[config.mk]
export PLATFORM = sky130hd
export DESIGN_NAME = gtq_ctrl
export DESIGN_NICKNAME = d
export VERILOG_FILES = /design/src/rtl/gtq_pkg.sv /design/src/rtl/gtq_ctrl.sv
export SDC_FILE = /design/constraint.sdc
export NUM_CORES = 1
export LEC_CHECK = 0
export BUFFER_PORTS_ARGS = -buffer_cell sky130_fd_sc_hd__buf_2
export CAP_MARGIN = 20
export CORE_ASPECT_RATIO = 1.5
export CORE_MARGIN = 3
export CORE_UTILIZATION = 23
export CTS_BUF_LIST = sky130_fd_sc_hd__clkbuf_8 sky130_fd_sc_hd__clkbuf_16
export DETAILED_ROUTE_END_ITERATION = 10
export GPL_ROUTABILITY_DRIVEN = 0
export HOLD_SLACK_MARGIN = 0.05
export SLEW_MARGIN = 5
export SYNTH_ARGS = -nofsm -noshare
export SYNTH_HDL_FRONTEND = slang
export SYNTH_SLANG_ARGS = --single-unit
[constraint.sdc]
create_clock -name clk -period 1.9 [get_ports clk]
set_input_delay 0.19 -clock clk [delete_from_list [all_inputs] [get_ports clk]]
set_output_delay 0.19 -clock clk [all_outputs]
set_load 0.01 [all_outputs]
[src/rtl/gtq_pkg.sv]
// Shared types, constants and codes for the grouped team queue.
package gtq_pkg;

  localparam int ID_COUNT_DEF = 1024;
  localparam int TEAMS_DEF    = 16;
  localparam int CAPACITY_DEF = 256;

  localparam int OP_W     = 2;
  localparam int ELEM_W   = 10;
  localparam int TEAM_W   = 4;
  localparam int STATUS_W = 2;

  localparam logic [OP_W-1:0] OP_MAP   = 2'd0;
  localparam logic [OP_W-1:0] OP_ENQ   = 2'd1;
  localparam logic [OP_W-1:0] OP_DEQ   = 2'd2;
  localparam logic [OP_W-1:0] OP_CLEAR = 2'd3;

  localparam logic [STATUS_W-1:0] ST_OK    = 2'd0;
  localparam logic [STATUS_W-1:0] ST_EMPTY = 2'd1;
  localparam logic [STATUS_W-1:0] ST_FULL  = 2'd2;

  // Controller to datapath commands.
  typedef struct packed {
    logic load;      // capture the request
    logic look;      // first lookup step
    logic exec;      // second step: team list reads
    logic fetch;     // third step: served slot reads
    logic commit;    // update state and result
    logic sweep;     // clear pass step
    logic sweep_go;  // start clear pass
  } gtq_cmd_t;

  // Datapath to controller status.
  typedef struct packed {
    logic sweep_done;
    logic is_clear;
  } gtq_stat_t;

endpackage

[src/rtl/gtq_ctrl.sv]
// Controller state machine of the grouped team queue.
module gtq_ctrl (
  input  logic                clk,
  input  logic                rst,
  input  logic                in_valid,
  output logic                in_ready,
  output logic                out_valid,
  input  logic                out_ready,
  output gtq_pkg::gtq_cmd_t   cmd,
  input  gtq_pkg::gtq_stat_t  stat
);
  import gtq_pkg::*;

  typedef enum logic [6:0] {
    S_INIT  = 7'b0000001,
    S_IDLE  = 7'b0000010,
    S_LOOK  = 7'b0000100,
    S_EXEC  = 7'b0001000,
    S_FETCH = 7'b0010000,
    S_DONE  = 7'b0100000,
    S_SWEEP = 7'b1000000
  } state_t;

  state_t state, state_next;
  logic   hold, hold_next;

  // Accept only when no result is waiting.
  assign in_ready  = (state == S_IDLE) && !hold;
  assign out_valid = hold;

  always_comb begin
    state_next = state;
    hold_next  = hold;
    cmd        = '0;
    if (hold && out_ready) hold_next = 1'b0;
    case (state)
      S_INIT: begin
        cmd.sweep = 1'b1;
        if (stat.sweep_done) state_next = S_IDLE;
      end
      S_IDLE: begin
        if (in_valid && in_ready) begin
          cmd.load   = 1'b1;
          state_next = S_LOOK;
        end
      end
      S_LOOK: begin
        cmd.look   = 1'b1;
        state_next = S_EXEC;
      end
      S_EXEC: begin
        cmd.exec   = 1'b1;
        state_next = S_FETCH;
      end
      S_FETCH: begin
        cmd.fetch  = 1'b1;
        state_next = S_DONE;
      end
      S_DONE: begin
        cmd.commit = 1'b1;
        hold_next  = 1'b1;
        if (stat.is_clear) begin
          cmd.sweep_go = 1'b1;
          state_next   = S_SWEEP;
        end else begin
          state_next = S_IDLE;
        end
      end
      S_SWEEP: begin
        cmd.sweep = 1'b1;
        if (stat.sweep_done) state_next = S_IDLE;
      end
      default: state_next = S_INIT;
    endcase
  end

  always_ff @(posedge clk) begin
    if (rst) begin
      state <= S_INIT;
      hold  <= 1'b0;
    end else begin
      state <= state_next;
      hold  <= hold_next;
    end
  end

endmodule

# [After elaboration in Yosys (flattened, before gate mapping)]
# Cells that the tools add are included.
[word_totals] regBits=8 latchBits=0 mem_bits_rw=0 output_inout_bits=9 in_bits=6 n_memories=0 romBits=0
[op_classes] bitwise=0 add_sub_neg=0 multipliers=0 mux=15 n_eq_ne=9 magnitude_cmp=0 reduce_logical=7 n_div=0 shift=0
[op_table] operator="case mux 7 bit (6 select lines)" n=1
[op_table] operator="2-to-1 mux 7 bit" n=3
[op_table] operator="2-to-1 mux 1 bit" n=11
[op_table] operator="== test 7 x 1 -> 1 bit (second input constant)" n=1
[op_table] operator="== test 7 x 2 -> 1 bit (second input constant)" n=1
[op_table] operator="== test 7 x 3 -> 1 bit (second input constant)" n=1
[op_table] operator="== test 7 x 4 -> 1 bit (second input constant)" n=1
[op_table] operator="== test 7 x 5 -> 1 bit (second input constant)" n=1
[op_table] operator="== test 7 x 6 -> 1 bit (second input constant)" n=1
[op_table] operator="== test 7 bit (second input constant)" n=1
[op_table] operator="!= test 2 x 1 -> 1 bit (second input constant)" n=2
[op_table] operator="logical AND 1 bit" n=3
[op_table] operator="AND reduction 2 bit" n=1
[op_table] operator="nonzero test 2 bit" n=1
[op_table] operator="OR reduction 2 bit" n=1
[op_table] operator="zero test 1 bit" n=1

# [Logic depth before layout (Yosys ltp)]
[logic_depth] ltp_word=5 ltp_mapped=6

# [Least setup slack after synthesis]
# OpenSTA, ideal clock, no wires.
[synth_timing] kind="reg-to-output" start="reg state[6]" end="out cmd[0] (netlist name)" slack_ps=546 arrival_time_ps=1164 stages_incl_launch_ff=6 path_cell_list="dfxtp_1 > nor4_4 > and3_4 > buf_6 > nand2_1 > inv_1"
[synth_lines] item="start: declaration" line_no="gtq_ctrl.sv:24" source="state_t state, state_next;"
[synth_lines] item="start signal: assignment" line_no="gtq_ctrl.sv:82" source="state <= state_next;"
[synth_lines] item="end: declaration" line_no="gtq_ctrl.sv:9" source="output gtq_pkg::gtq_cmd_t cmd,"

==> flow_summary.ini <==
[grt]
grt.overflow.total = 0
grt.total_usage = 0.0946
antenna_found_initial = 0
grt_pass1_vias = 468
grt_pass1_wl_mm = 2.01
grt_max_degree = 9

[power_and_ir_drop]
internal_power_uw = 374
seq_power_share = 0.379
p_leak_nw = 0.298
pwr-share-comb = 0.228
power_switching_uw = 148
power_density_mw_per_mm2 = 847
ir_drop_mv = 0.524
clock_power_share = 0.393
sw_frac_of_total = 0.283
finalPower_uw = 522

[min_path]
min_path_type = in -> reg

[setup_path]
critical_path_class = reg -> out
endpoint = cmd[0]
timing.rr.start = state[3]
arrival_ns = 1.52
r2r_cells = 4
r2r_end = state[0]
ff2ff_setup_slack_ns = 0.45
end_kind = output pin
crit_start = state[3]
cp.required_ns = 1.71
crit_fanout = 7
startpoint_type = register

[sta]
worst_slack_ns = 0.186
max_freq_ghz = 0.584
rsz0062_at_grt = false
timing.slew.headroom = 0.716
clock_skew_ns = 0.000877
tns_ns = 0
fin_crit_ns = 1.71
period_share = 0.902
drv_slew = 0
tightestPinTransition_ns = 0.420
setup_viol = 0
hold_viol = 0

[clock_network]
cts_hold_buf = 0
clkSinkCount = 8
post_cts_resized = 0
clock_latency_ns = 0.23
cts_root_buffer = clkbuf_8
clockBufferDepth = 2
cts-buffers-inserted = 3
tritoncts = yes
htreeDepth = 1
clkTransAtPathRegs_ns = 0.04
cts_setup_buffers = 0

[die]
fp-row-count = 20
io_pins = 15
initial_core_util = 0.248
die_w_um = 44.6
die_height_um = 63.9
die_area_mm2 = 0.00285
core_area_mm2 = 0.00208

[yosys]
synth_top_area_cell = dfxtp_1
synth_top_area_frac = 0.311
syn_inst = 59
synth_area_leaders = dfxtp_1 (31%), a21oi_1 (4.9%), and3_1 (4.9%)
ys.flop_type = dfxtp_1
ys_seq_area_frac = 0.311
avgSynthCellArea_um2 = 8.72
async_flop_share = 0
synth_nets = 65
ys_types = 29
yosysWarnings = 0
syn-cell-area_um2 = 514
synth_seq_cells = 8
synth_edf_count = 0

[placement]
preCtsSetupSlack_ns = 0.438
dpl.cell_count = 90
dp_hpwl_um = 938
portBuffers = 14
dpl_cell_area_um2 = 576

[drt]
first_pass_iters = 4
drt_first_iter_violations = 7
vias_per_cell = 4.94
vias = 459
drc = 0
wire_per_inst_um = 12.8
wirelength_mm = 1.19
antenna_left = 0

[layout]
final_common_cell = buf_2
fin_nets = 79
fin_area_um2 = 617
areaGrowthSynthToFinish_pct = 20.0
drive_gt1_frac = 0.338
diodes = 0
stdcell_count = 93
mostFrequentLayoutCells = buf_2 (14), dfxtp_1 (8), nor2_1 (6)

[run]
maxCapViolCount = 0

[outcome]
status = complete, no violations
[sequential cells by signal, indices dropped and copies added, names as in the netlist]
| register | flops |
|---|---|
| out_valid | 1 |
| state | 7 |
[Yosys cell counts (2+ instances only)]
master,count
a21oi_1,5
and2_1,2
and3_1,4
buf_2,2
buf_4,2
dfxtp_1,8
inv_1,5
nand2b_1,2
nor2_1,6
nor3_1,4
[worst max-delay path, stage by stage, from the launching register on]
cell and delay (ns):
dfxtp_1 0.40, nor4_4 0.36, and3_4 0.27, nand2_1 0.09, inv_1 0.06, buf_2 0.12
[logic make-up (layout without fill, tap and decap cells)]
group,Yosys count,in the layout,synth area share
AND/OR/NAND/NOR,29,29,0.409
AO/OA/AOI/OAI,10,10,0.139
buffers and inverters,10,22,0.107
flip-flops,8,8,0.311
XOR/XNOR,2,2,0.0341
[worst min path at each step]
stage          cells past startpoint  from  slack, ns  endpoint
2_1_floorplan                      1   rst       0.25  state[6]
3_3_place_gp                       2   rst       0.42  state[6]
3_5_place_dp                       2   rst       0.43  state[6]
4_1_cts                            2   rst       0.18  state[6]
5_1_grt                            2   rst       0.20  state[6]
6_report                           2   rst       0.18  state[6]
[layer usage]
metal / vias to the layer above / track usage / share of wire
li1: 231 / - / -
met1: 214 / 0.106 / 0.43
met2: 12 / 0.153 / 0.52
met3: 2 / 0.0169 / 0.029
met4: 0 / 0.0679 / 0.016
met5: - / 0 / 0
[power by group through the flow]
stage	clock (mW)	combinational [mW]	sequential [mW]
final	0.205	0.119	0.198
after global routing	0.223	0.131	0.199
after CTS	0.211	0.119	0.198
after detailed placement	0	0.117	0.201
after global placement	0	0.118	0.201
after floorplan	0	0.100	0.186
[cell type report]
cell class                      instances  area, um^2
Multi-Input combinational cell         41         299
Sequential cell                         8         160
Fill cell                             225        1460
Clock buffer                            3        41.3
Timing Repair Buffer                   14        70.1
Inverter                                5        18.8
Tap cell                               22        27.5
[metrics by stage]
step,util,hold WS (ns)
2_1_floorplan,-,0.252
3_3_place_gp,0.277,0.425
3_5_place_dp,0.277,0.426
4_1_cts,0.297,0.183
5_1_grt,0.297,0.197
6_report,0.297,0.184
No activity file was read; power rests on OpenSTA's default activity.
